File: src/sv/pgesc_pkg.sv
// Shared types and constants of the page escape update decoder.
package pgesc_pkg;

   localparam logic [7:0]  ESC_BYTE          = 8'h1B;
   localparam logic [7:0]  DIGIT_ZERO        = 8'd48;
   localparam logic [7:0]  DIGIT_NINE        = 8'd57;
   localparam logic [7:0]  CMD_MOVE          = 8'h60;
   localparam logic [7:0]  CMD_REPEAT        = 8'h62;
   localparam logic [7:0]  LAST_BYTE_RESET   = 8'h20;
   localparam logic [15:0] PAGE_LENGTH_RESET = 16'd1920;
   localparam logic [15:0] COUNT_MAX         = 16'hFFFF;

   typedef enum logic [1:0] {
      PH_NORMAL = 2'd0,
      PH_SKIP   = 2'd1,
      PH_DIGITS = 2'd2
   } phase_type;

   typedef struct packed {
      logic [15:0] position;
      logic [15:0] run_length;
      logic [7:0]  fill_byte;
      logic        clipped;
   } run_type;

endpackage

File: src/sv/pgesc_if.sv
// Channel interfaces for the update byte stream and the write run stream.
interface pgesc_req_if;
   logic       valid;
   logic       ready;
   logic [7:0] update_byte;
   logic       first;

   modport source (output valid, output update_byte, output first, input ready);
   modport sink   (input valid, input update_byte, input first, output ready);
endinterface

interface pgesc_rsp_if;
   logic        valid;
   logic        ready;
   logic [15:0] position;
   logic [15:0] run_length;
   logic [7:0]  fill_byte;
   logic        clipped;

   modport source (output valid, output position, output run_length,
                   output fill_byte, output clipped, input ready);
   modport sink   (input valid, input position, input run_length,
                   input fill_byte, input clipped, output ready);
endinterface

File: src/sv/page_escape_update_decoder_core.sv
// Top level of the page escape update decoder: page length register, parser and result stage.
// The decoder takes one update byte per clock while input ready is high, and turns
// it into at most one write run (position, length, fill byte, clipped flag) for
// a page store that already holds the old page. A byte's run is registered in the
// result register, or in the skid entry while that register is held, as the parse
// state and cursor update; bytes may arrive back to back. A two-entry result stage (the
// result register and one skid entry) lets the input keep going while a run
// waits; input ready drops only once both entries hold runs. The page length
// register resets to 1920 and should be written only while the decoder is idle.
module page_escape_update_decoder_core
   import pgesc_pkg::*;
(
   input  logic        clock,
   input  logic        reset,
   pgesc_req_if.sink   req_chan,
   pgesc_rsp_if.source rsp_chan,
   input  logic        csr_wr_en,
   input  logic [15:0] csr_wr_data
);

   logic [15:0] page_length_ff;
   logic        req_accept;
   logic        run_valid;
   run_type     run;
   run_type     out_run;

   always_ff @(posedge clock) begin
      if (reset) begin
         page_length_ff <= PAGE_LENGTH_RESET;
      end else if (csr_wr_en) begin
         page_length_ff <= csr_wr_data;
      end
   end

   assign req_accept = req_chan.valid && req_chan.ready;

   pgesc_parser u_parser (
      .clock       (clock),
      .reset       (reset),
      .accept      (req_accept),
      .update_byte (req_chan.update_byte),
      .first       (req_chan.first),
      .page_length (page_length_ff),
      .run_valid   (run_valid),
      .run         (run)
   );

   pgesc_out_stage u_out_stage (
      .clock     (clock),
      .reset     (reset),
      .in_valid  (run_valid),
      .in_run    (run),
      .in_ready  (req_chan.ready),
      .out_valid (rsp_chan.valid),
      .out_run   (out_run),
      .out_ready (rsp_chan.ready)
   );

   assign rsp_chan.position   = out_run.position;
   assign rsp_chan.run_length = out_run.run_length;
   assign rsp_chan.fill_byte  = out_run.fill_byte;
   assign rsp_chan.clipped    = out_run.clipped;

endmodule

File: src/sv/pgesc_parser.sv
// Escape parser state, cursor tracking and run clipping for one accepted byte per cycle.
module pgesc_parser
   import pgesc_pkg::*;
(
   input  logic        clock,
   input  logic        reset,
   input  logic        accept,
   input  logic [7:0]  update_byte,
   input  logic        first,
   input  logic [15:0] page_length,
   output logic        run_valid,
   output run_type     run
);

   phase_type   phase_ff, phase_in, phase_eff;
   logic [15:0] cursor_ff, cursor_in, cursor_eff;
   logic [7:0]  last_ff, last_in;
   logic [15:0] count_ff, count_in, count_eff;
   logic [19:0] digit_sum;
   logic        is_digit;
   logic        emit;
   logic [15:0] want;
   logic [7:0]  fill;
   logic [16:0] advance;
   logic [15:0] avail;
   logic [15:0] len;

   always_comb begin
      // A first byte restarts the update before it is decoded.
      phase_eff  = first ? PH_NORMAL : phase_ff;
      cursor_eff = first ? 16'd0 : cursor_ff;
      count_eff  = first ? 16'd0 : count_ff;

      is_digit  = (update_byte >= DIGIT_ZERO) && (update_byte <= DIGIT_NINE);
      digit_sum = {1'b0, count_eff, 3'b000} + {3'b000, count_eff, 1'b0}
                + {16'd0, update_byte[3:0]};

      phase_in  = phase_ff;
      cursor_in = cursor_ff;
      last_in   = last_ff;
      count_in  = count_ff;
      emit      = 1'b0;
      want      = 16'd0;
      fill      = last_ff;
      advance   = 17'd0;

      if (accept) begin
         phase_in  = phase_eff;
         cursor_in = cursor_eff;
         count_in  = count_eff;
         case (phase_eff)
            PH_SKIP: begin
               phase_in = PH_DIGITS;
               count_in = 16'd0;
            end
            PH_DIGITS: begin
               if (is_digit) begin
                  count_in = (digit_sum > {4'd0, COUNT_MAX}) ? COUNT_MAX
                                                             : digit_sum[15:0];
               end else begin
                  phase_in = PH_NORMAL;
                  if (update_byte == CMD_MOVE) begin
                     cursor_in = count_eff;
                  end else if ((update_byte == CMD_REPEAT) && (count_eff > 16'd1)) begin
                     emit = 1'b1;
                     want = count_eff - 16'd1;
                     fill = last_ff;
                  end
               end
            end
            default: begin
               phase_in = PH_NORMAL;
               if (update_byte == ESC_BYTE) begin
                  phase_in = PH_SKIP;
                  count_in = 16'd0;
               end else begin
                  last_in = update_byte;
                  emit    = 1'b1;
                  want    = 16'd1;
                  fill    = update_byte;
               end
            end
         endcase

         if (emit) begin
            advance   = {1'b0, cursor_eff} + {1'b0, want};
            cursor_in = advance[16] ? COUNT_MAX : advance[15:0];
         end
      end

      // Runs stop at the page end; a cursor at or beyond it yields an empty run.
      avail = (cursor_eff < page_length) ? (page_length - cursor_eff) : 16'd0;
      len   = (want < avail) ? want : avail;

      run_valid      = accept && emit;
      run.position   = cursor_eff;
      run.run_length = len;
      run.fill_byte  = fill;
      run.clipped    = (len < want);
   end

   always_ff @(posedge clock) begin
      if (reset) begin
         phase_ff  <= PH_NORMAL;
         cursor_ff <= 16'd0;
         last_ff   <= LAST_BYTE_RESET;
         count_ff  <= 16'd0;
      end else begin
         phase_ff  <= phase_in;
         cursor_ff <= cursor_in;
         last_ff   <= last_in;
         count_ff  <= count_in;
      end
   end

endmodule

File: src/sv/pgesc_out_stage.sv
// Result register with a skid entry so the input side can take one more run under stall.
module pgesc_out_stage
   import pgesc_pkg::*;
(
   input  logic    clock,
   input  logic    reset,
   input  logic    in_valid,
   input  run_type in_run,
   output logic    in_ready,
   output logic    out_valid,
   output run_type out_run,
   input  logic    out_ready
);

   logic    out_valid_ff, out_valid_in;
   run_type out_ff, out_in;
   logic    skid_valid_ff, skid_valid_in;
   run_type skid_ff, skid_in;

   always_comb begin
      out_valid_in  = out_valid_ff;
      out_in        = out_ff;
      skid_valid_in = skid_valid_ff;
      skid_in       = skid_ff;
      if (out_ready || !out_valid_ff) begin
         if (skid_valid_ff) begin
            out_valid_in  = 1'b1;
            out_in        = skid_ff;
            skid_valid_in = 1'b0;
         end else begin
            out_valid_in = in_valid;
            out_in       = in_run;
         end
      end else if (in_valid) begin
         // The result register is held, so park the new transaction.
         skid_valid_in = 1'b1;
         skid_in       = in_run;
      end
   end

   always_ff @(posedge clock) begin
      if (reset) begin
         out_valid_ff  <= 1'b0;
         skid_valid_ff <= 1'b0;
      end else begin
         out_valid_ff  <= out_valid_in;
         skid_valid_ff <= skid_valid_in;
      end
   end

   always_ff @(posedge clock) begin
      out_ff  <= out_in;
      skid_ff <= skid_in;
   end

   assign in_ready  = !skid_valid_ff;
   assign out_valid = out_valid_ff;
   assign out_run   = out_ff;

endmodule
File: src/flat_wrapper.sv
// flat-port wrapper written by rule: the top's interface ports become plain ports
module page_escape_update_decoder_core_flat import pgesc_pkg::*;
  (clock, reset, csr_wr_en, csr_wr_data, req_chan_valid, req_chan_update_byte, req_chan_first, req_chan_ready, rsp_chan_valid, rsp_chan_position, rsp_chan_run_length, rsp_chan_fill_byte, rsp_chan_clipped, rsp_chan_ready);
  pgesc_req_if req_chan_i ();
  pgesc_rsp_if rsp_chan_i ();
  input  logic clock;
  input  logic reset;
  input  logic csr_wr_en;
  input  logic [15:0] csr_wr_data;
  input wire logic [$bits(req_chan_i.valid)-1:0] req_chan_valid;
  input wire logic [$bits(req_chan_i.update_byte)-1:0] req_chan_update_byte;
  input wire logic [$bits(req_chan_i.first)-1:0] req_chan_first;
  output wire logic [$bits(req_chan_i.ready)-1:0] req_chan_ready;
  output wire logic [$bits(rsp_chan_i.valid)-1:0] rsp_chan_valid;
  output wire logic [$bits(rsp_chan_i.position)-1:0] rsp_chan_position;
  output wire logic [$bits(rsp_chan_i.run_length)-1:0] rsp_chan_run_length;
  output wire logic [$bits(rsp_chan_i.fill_byte)-1:0] rsp_chan_fill_byte;
  output wire logic [$bits(rsp_chan_i.clipped)-1:0] rsp_chan_clipped;
  input wire logic [$bits(rsp_chan_i.ready)-1:0] rsp_chan_ready;
  assign req_chan_i.valid = req_chan_valid;
  assign req_chan_i.update_byte = req_chan_update_byte;
  assign req_chan_i.first = req_chan_first;
  assign req_chan_ready = req_chan_i.ready;
  assign rsp_chan_valid = rsp_chan_i.valid;
  assign rsp_chan_position = rsp_chan_i.position;
  assign rsp_chan_run_length = rsp_chan_i.run_length;
  assign rsp_chan_fill_byte = rsp_chan_i.fill_byte;
  assign rsp_chan_clipped = rsp_chan_i.clipped;
  assign rsp_chan_i.ready = rsp_chan_ready;
  page_escape_update_decoder_core u_core (.clock(clock), .reset(reset), .req_chan(req_chan_i), .rsp_chan(rsp_chan_i), .csr_wr_en(csr_wr_en), .csr_wr_data(csr_wr_data));
endmodule
File: config.mk
export PLATFORM = sky130hd
export DESIGN_NAME = page_escape_update_decoder_core_flat
export DESIGN_NICKNAME = d
export VERILOG_FILES = /design/src/sv/pgesc_pkg.sv /design/src/sv/pgesc_if.sv /design/src/sv/page_escape_update_decoder_core.sv /design/src/sv/pgesc_parser.sv /design/src/sv/pgesc_out_stage.sv /design/src/flat_wrapper.sv
export SDC_FILE = /design/constraint.sdc
export NUM_CORES = 1
export LEC_CHECK = 0
export BUFFER_PORTS_ARGS = -buffer_cell sky130_fd_sc_hd__buf_4
export CAP_MARGIN = 5
export CORE_UTILIZATION = 55
export DETAILED_ROUTE_END_ITERATION = 16
export PLACE_DENSITY = 0.79
export SLEW_MARGIN = 5
export SYNTH_ARGS = -nofsm -noshare
export SYNTH_HDL_FRONTEND = slang
export SYNTH_SLANG_ARGS = --single-unit
File: constraint.sdc
create_clock -name clock -period 7.55 [get_ports clock]
set_clock_uncertainty 0.2 [all_clocks]
set_input_delay 1.51 -clock clock [delete_from_list [all_inputs] [get_ports clock]]
set_output_delay 1.51 -clock clock [all_outputs]
set_load 0.05 [all_outputs]
==> impl_metrics.csv, run 1 <==
group,metric,value,unit
run_status,outcome,"complete, no violations",
yosys,synth.distinct_cells,71,
global_routing,grt_antenna_before_repair,0,
sta,fin_crit,7.10,ns
yosys,mappedNetlistArea,9540,sq um
place,place_inst,1317,
yosys,synth_top_cells_by_area,"edfxtp_1, dfxtp_1, ha_1",
global_routing,grt_max_degree,49,
sta,tns,0,ns
cells_and_area,layoutNonFillerInstCount,1349,
yosys,synth_cells,1036,
sta,hold_ws,0.265,ns
routing,routedWlPerCell,18.2,microns
clocking,clock_path_buffers,2,
clocking,clk_pin_slew,0.07,ns
setup_path,start_kind,"input pin",
setup_path,end_kind,"register",
routing,drc,0,
yosys,seq_area_frac_synth,38.4,%
cells_and_area,nets,1243,
clocking,h-tree-depth,4,
setup_path,crit_type,"in -> reg",
setup_path,critPathMaxStageDelay,0.44,ns
setup_path,crit_arrival,7.17,ns
yosys,yosysTopAreaCellShare,25.8,%
place,portBuffers,72,
place,gp_congestion,0.916,
global_routing,track_usage,28.5,%
floorplanning,dieHeight,134,microns
yosys,yosysMostFrequentCell,"nand2_1",
floorplanning,die-area,17900,sq um
sta,finalMaxSlewViolations,0,
global_routing,grt_pass1_wl,39.4,mm
yosys,synth_seq_cells,142,
routing,drt_first_iter_violations,714,
global_routing,grt_pass1_vias,7561,
clocking,ctsResizeCount,0,
yosys,ys.warnings.count,0,
sta,max_freq,141,MHz
yosys,async_flop_share,0,%
clocking,ctsHoldBuffers,0,
clocking,clk_latency,0.44,ns
floorplanning,initial_core_util,56.9,%
power,ir_worst_vdd,0.180,mV
setup_path,cp_top_family,"compound AO/OA/AOI/OAI gates",
floorplanning,core,16800,sq um
hold_path,hold_class,"reg -> reg",
clocking,post_cts_buffers,0,
sta,period_share,94.1,%
sta,rsz0062_at_grt,"false",
routing,vias,8035,
clocking,cts_sinks,142,
flow_run,maxCapViolCount,0,
yosys,synthTopCellsByCount,"nand2_1, ha_1, nor2_1",
global_routing,grt-ovfl-total,0,
sta,tightest_slew,1.14,ns
clocking,cts-root-buf,"clkbuf_16",
yosys,synth.net_count,1163,
cells_and_area,nFillCells,1410,
setup_path,path_max_fanout,27,
place,post-dp-hpwl,18.6,mm
floorplanning,ios,73,
setup_path,crit_required,7.62,ns
floorplanning,fp.dieW,134,microns
sta,setup_viol,0,
clocking,numCtsBuffers,17,
setup_path,crit_top_cell,"o21ai_0",
power,power.density,182,nW/um^2
power,p_leak,5.07,nW
sta,hold_violations,0,
cells_and_area,area_growth,15.3,%
routing,routed_wl,24.6,mm
yosys,yosysTopAreaCell,"edfxtp_1",
routing,vias_per_cell,5.96,
clocking,cts_tree,"built",
setup_path,critPathBufInv,4,
cells_and_area,antenna_cells,0,
setup_path,slowest_stage,"mux2i_1",
routing,antenna_left,0,
routing,firstDrtPassIters,5,
sta,slew_headroom,23.9,%
yosys,synth_enable_flop_cells,82,
yosys,syn_avg_cell_area,9.21,sq um
yosys,ys.flop_type,"edfxtp_1",
cells_and_area,drive_above_1_share,15.6,%
floorplanning,fp-row-count,47,
## metal layers
metal	wire length, microns	share of wire, %	up-vias	global-route usage (%)
li1	-	-	3905	-
met1	10800	44	3809	38.6
met3	1530	6.2	46	4.49
met5	0	0	-	0
met2	11600	47	275	46.0
met4	615	2.5	0	10.3
## power breakdown
part / leakage (nW) / internal (mW) / switching [mW] / total (mW)
clock network: 0.283 / 0.470 / 0.379 / 0.849
logic: 3.49 / 0.103 / 0.185 / 0.288
registers: 1.29 / 0.851 / 0.0129 / 0.864
total: 5.07 / 1.42 / 0.577 / 2.00
## area by class of cell
class / count / area, sq um / share of cell area (%)
Multi-Input combinational cell: 793 / 5480 / 49.8
Sequential cell: 142 / 3660 / 33.3
Timing Repair Buffer: 98 / 748 / 6.80
Clock buffer: 17 / 425 / 3.87
Tap cell: 220 / 275 / 2.50
Inverter: 64 / 240 / 2.18
Clock inverter: 15 / 169 / 1.54
## placed cells by master (no fill, tap or decap), drive strengths merged, types with 4 or more instances in the layout
cell,count
o31ai,6
nor2b,28
clkinv,4
o21bai,6
a211o,6
a32o,16
or2,7
a21oi,68
mux2i,27
edfxtp,82
or3,7
a31oi,10
o211ai,13
xnor2,28
nand3,15
a211oi,4
a21o,18
nand4,11
dfxtp,60
nand2b,17
and3,5
a21boi,4
o21ai,66
fa,4
ha,93
o221ai,4
nand3b,4
nor3,21
o22ai,4
xor2,16
nand2,130
nor2,89
clkbuf,17
mux2,28
inv,71
buf,98
## cell families after synthesis
family,after synthesis,synth area share (%)
fa+ha+maj,97,13.0
buf+inv,101,4.31
mux,55,6.14
xor+xnor,44,4.04
compound gates,249,16.9
flops,142,38.4
simple gates,348,17.1
## worst paths after layout
check | start | to | slack [ns] | cells past startpoint
max | req_chan_first | u_core.u_out_stage.out_run[0] | 0.45 | 27
min | u_core.u_parser.cursor_ff[11] | u_core.u_parser.cursor_ff[11] | 0.27 | 1
max reg2reg | u_core.u_parser.count_ff[1] | u_core.u_out_stage.out_run[0] | 1.56 | 25
min reg2reg | u_core.u_parser.cursor_ff[11] | u_core.u_parser.cursor_ff[11] | 0.27 | 1
## metrics by stage
step / power, mW / cell area, sq um / utilization, % / setup WS, ns
after detailed placement: 1.17 / 10400 / 62.1 / 0.126
after CTS: 2.00 / 11000 / 65.6 / 0.565
after global placement: 1.16 / 10400 / 62.1 / 0.324
after global routing: 2.06 / 11000 / 65.6 / 0.0979
final: 2.00 / 11000 / 65.6 / 0.447
after floorplan: 1.08 / 9540 / - / 0.231
## registers in the layout (all words and copies together), names as in the netlist
register / cells
u_core.u_out_stage.out_run: 41
u_core.u_parser.cursor_ff: 16
u_core.u_parser.last_ff: 8
u_core.u_out_stage.skid_ff: 41
u_core.page_length_ff: 16
u_core.u_out_stage.skid_valid_ff: 1
u_core.u_out_stage.out_valid: 1
u_core.u_parser.phase_ff: 2
u_core.u_parser.count_ff: 16
No activity file was read; power rests on OpenSTA's default activity.
==> run 2, diff against run 1 <==
- CORE_UTILIZATION: 55 -> 56
- PLACE_DENSITY: 0.79 -> 0.8
- SYNTH_HIERARCHICAL: default -> 1
==> impl_metrics.csv, run 2 <==
group,metric,value,unit
run_status,outcome,"complete, no violations",
setup_path,crit_arrival,7.20,ns
hold_path,hold_class,"reg -> reg",
routing,drt_first_iter_violations,739,
yosys,synthAdderAreaFrac,12.4,%
sta,max_freq,138,MHz
yosys,synthTopCellsByCount,"a21oi_1, ha_1, edfxtp_1",
power,internal-power,1.52,mW
setup_path,slowest_stage,"mux2_2",
routing,routedWlPerCell,18.9,microns
yosys,synthSimpleGateAreaFrac,15.0,%
sta,finalMaxSlewViolations,0,
cells_and_area,final_cell_mix,"buf_4, a21oi_1, ha_1",
yosys,synthMuxAreaShare,10.0,%
setup_path,end_kind,"register",
global_routing,track_usage,28.2,%
cells_and_area,finish.utilization,65.9,%
sta,fin_ws,0.320,ns
floorplanning,dieHeight,136,microns
power,ir_worst_vdd,0.191,mV
yosys,ys.warnings.count,6,
yosys,synth_compound_area_share,17.6,%
power,seqPwrFrac,40.9,%
sta,fin_crit,7.23,ns
cells_and_area,nets,1236,
yosys,yosysTopAreaCellShare,24.5,%
yosys,synth_enable_flop_cells,82,
cells_and_area,drive_above_1_share,18.3,%
setup_path,crit_type,"in -> reg",
place,gp_congestion,0.991,
routing,vias,8279,
setup_path,setup.worst_path.start,"req_chan_first",
yosys,synth.distinct_cells,75,
power,sw_frac_of_total,28.4,%
sta,tns,0,ns
yosys,synth_seq_cells,142,
clocking,h-tree-depth,4,
power,p_leak,5.28,nW
clocking,clk_latency,0.42,ns
yosys,mappedNetlistArea,10100,sq um
cells_and_area,antenna_cells,0,
place,post-place-ws,-0.141,ns
sta,hold_violations,0,
routing,antenna_left,0,
power,clkPwrFrac,41.3,%
sta,period_share,95.8,%
yosys,synth_cells,1033,
yosys,synth_top_cells_by_area,"edfxtp_1, dfxtp_1, ha_1",
global_routing,grt-ovfl-total,0,
clocking,cts_sinks,142,
global_routing,grt_pass1_vias,7782,
yosys,yosysTopAreaCell,"edfxtp_1",
floorplanning,ios,73,
place,dpl_cell_area,10800,sq um
yosys,synth.net_count,1160,
place,portBuffers,72,
routing,drc,0,
floorplanning,core,17400,sq um
setup_path,r2r-start,"u_core/u_parser/cursor_ff[0]",
floorplanning,die-area,18500,sq um
flow_run,maxCapViolCount,0,
global_routing,grt_pass1_wl,40.2,mm
power,power.density,185,nW/um^2
setup_path,r2r-end,"u_core/u_out_stage/out_run[0]",
setup_path,critPathMaxStageDelay,0.41,ns
power,p_sw,604,uW
cells_and_area,area_growth,14.0,%
routing,firstDrtPassIters,5,
setup_path,path_max_fanout,28,
hold_path,hp-start,"u_core/u_parser/cursor_ff[0]",
sta,tightest_slew,1.19,ns
sta,setup_viol,0,
sta,rsz0062_at_grt,"false",
yosys,seq_area_frac_synth,36.4,%
clocking,clk_pin_slew,0.06,ns
floorplanning,fp-row-count,48,
setup_path,start_kind,"input pin",
clocking,cts_tree,"built",
clocking,cts-root-buf,"clkbuf_16",
yosys,synth_xor_area_share,3.57,%
setup_path,endpoint,"u_core/u_out_stage/out_run[0]",
power,share_comb_of_total_power,17.8,%
sta,slew_headroom,20.8,%
setup_path,crit_required,7.52,ns
global_routing,grt_max_degree,59,
setup_path,ff2ff_setup_slack,1.41,ns
floorplanning,initial_core_util,57.8,%
routing,vias_per_cell,6.15,
yosys,yosysMostFrequentCell,"a21oi_1",
yosys,synth_top_family_by_area,"compound AO/OA/AOI/OAI gates",
clocking,clock_path_buffers,2,
cells_and_area,finalInstanceArea,11500,sq um
floorplanning,fp.dieW,136,microns
yosys,async_flop_share,0,%
yosys,ys.flop_type,"edfxtp_1",
yosys,syn_avg_cell_area,9.74,sq um
global_routing,grt_antenna_before_repair,0,
routing,routed_wl,25.4,mm
clocking,numCtsBuffers,17,
place,post-dp-hpwl,18.7,mm
setup_path,r2r_cells,29,
-- run 2: per-stage QoR --
| stage | total power, mW | hold slack [ns] | instances |
|---|---|---|---|
| finish | 2.13 | 0.266 | 1347 |
| CTS | 2.13 | 0.266 | 1345 |
| detailed placement | 1.25 | 0.257 | 1313 |
| floorplan | 1.15 | 0.241 | 1033 |
| global route | 2.20 | 0.301 | 1347 |
| global placement | 1.24 | 0.252 | 1313 |
-- run 2: metal layers --
layer / wire, microns / GRT usage (%) / vias up
met2: 11400 / 44.0 / 367
met1: 11300 / 38.4 / 3904
met4: 663 / 10.2 / 0
li1: - / - / 3952
met3: 2000 / 5.63 / 56
met5: 0 / 0 / -
-- run 2: logic make-up (layout without fill, tap and decap cells) --
family	Yosys count	after routing
DFF	142	142
AOI/OAI and AO/OA	268	268
muxes	80	80
buffers and inverters	108	197
and+or+nand+nor	297	297
adders and majority gates	97	97
xor gates and xnor gates	41	41
-- run 2: repair_timing --
action,in CTS,in global routing
hold buffers,0,0
endpoints found under the hold margin,0,0
resized for setup,0,6
buffers inserted,0,2
endpoints found under the setup margin,0,2
-- run 2: power groups by stage --
stage	clock network [mW]	registers (mW)	logic, mW
2_1_floorplan	0	0.953	0.200
3_3_place_gp	0	0.885	0.358
3_5_place_dp	0	0.887	0.366
4_1_cts	0.892	0.871	0.369
5_1_grt	0.924	0.874	0.405
6_report	0.878	0.871	0.378
-- run 2: worst max-delay path, delay by kind of cell --
family          cells  cell delay (ns)
compound gates     16             2.87
mux                 3             1.03
fa+ha+maj           3             0.81
simple gates        4             0.78
buf+inv             1             0.21
-- run 2: worst min path at each step --
| stage | endpoint | slack [ns] | depth (start not counted) |
|---|---|---|---|
| finish | u_core/u_parser/cursor_ff[0] | 0.27 | 2 |
| detailed placement | u_core/u_parser/cursor_ff[12] | 0.26 | 2 |
| floorplan | u_core/u_parser/cursor_ff[0] | 0.24 | 2 |
| global placement | u_core/u_parser/cursor_ff[12] | 0.25 | 2 |
| global route | u_core/u_parser/cursor_ff[2] | 0.30 | 1 |
| CTS | u_core/u_parser/cursor_ff[12] | 0.27 | 2 |
-- run 2: layout make-up --
cell class              instances  area, sq um
multi-input cells             783         5920
well taps                     225          282
inverters                      66          248
clock inverters                14          181
flip-flops and latches        142         3660
clock buffers                  18          429
repair buffers                 99          743
fillers                      1404         5940
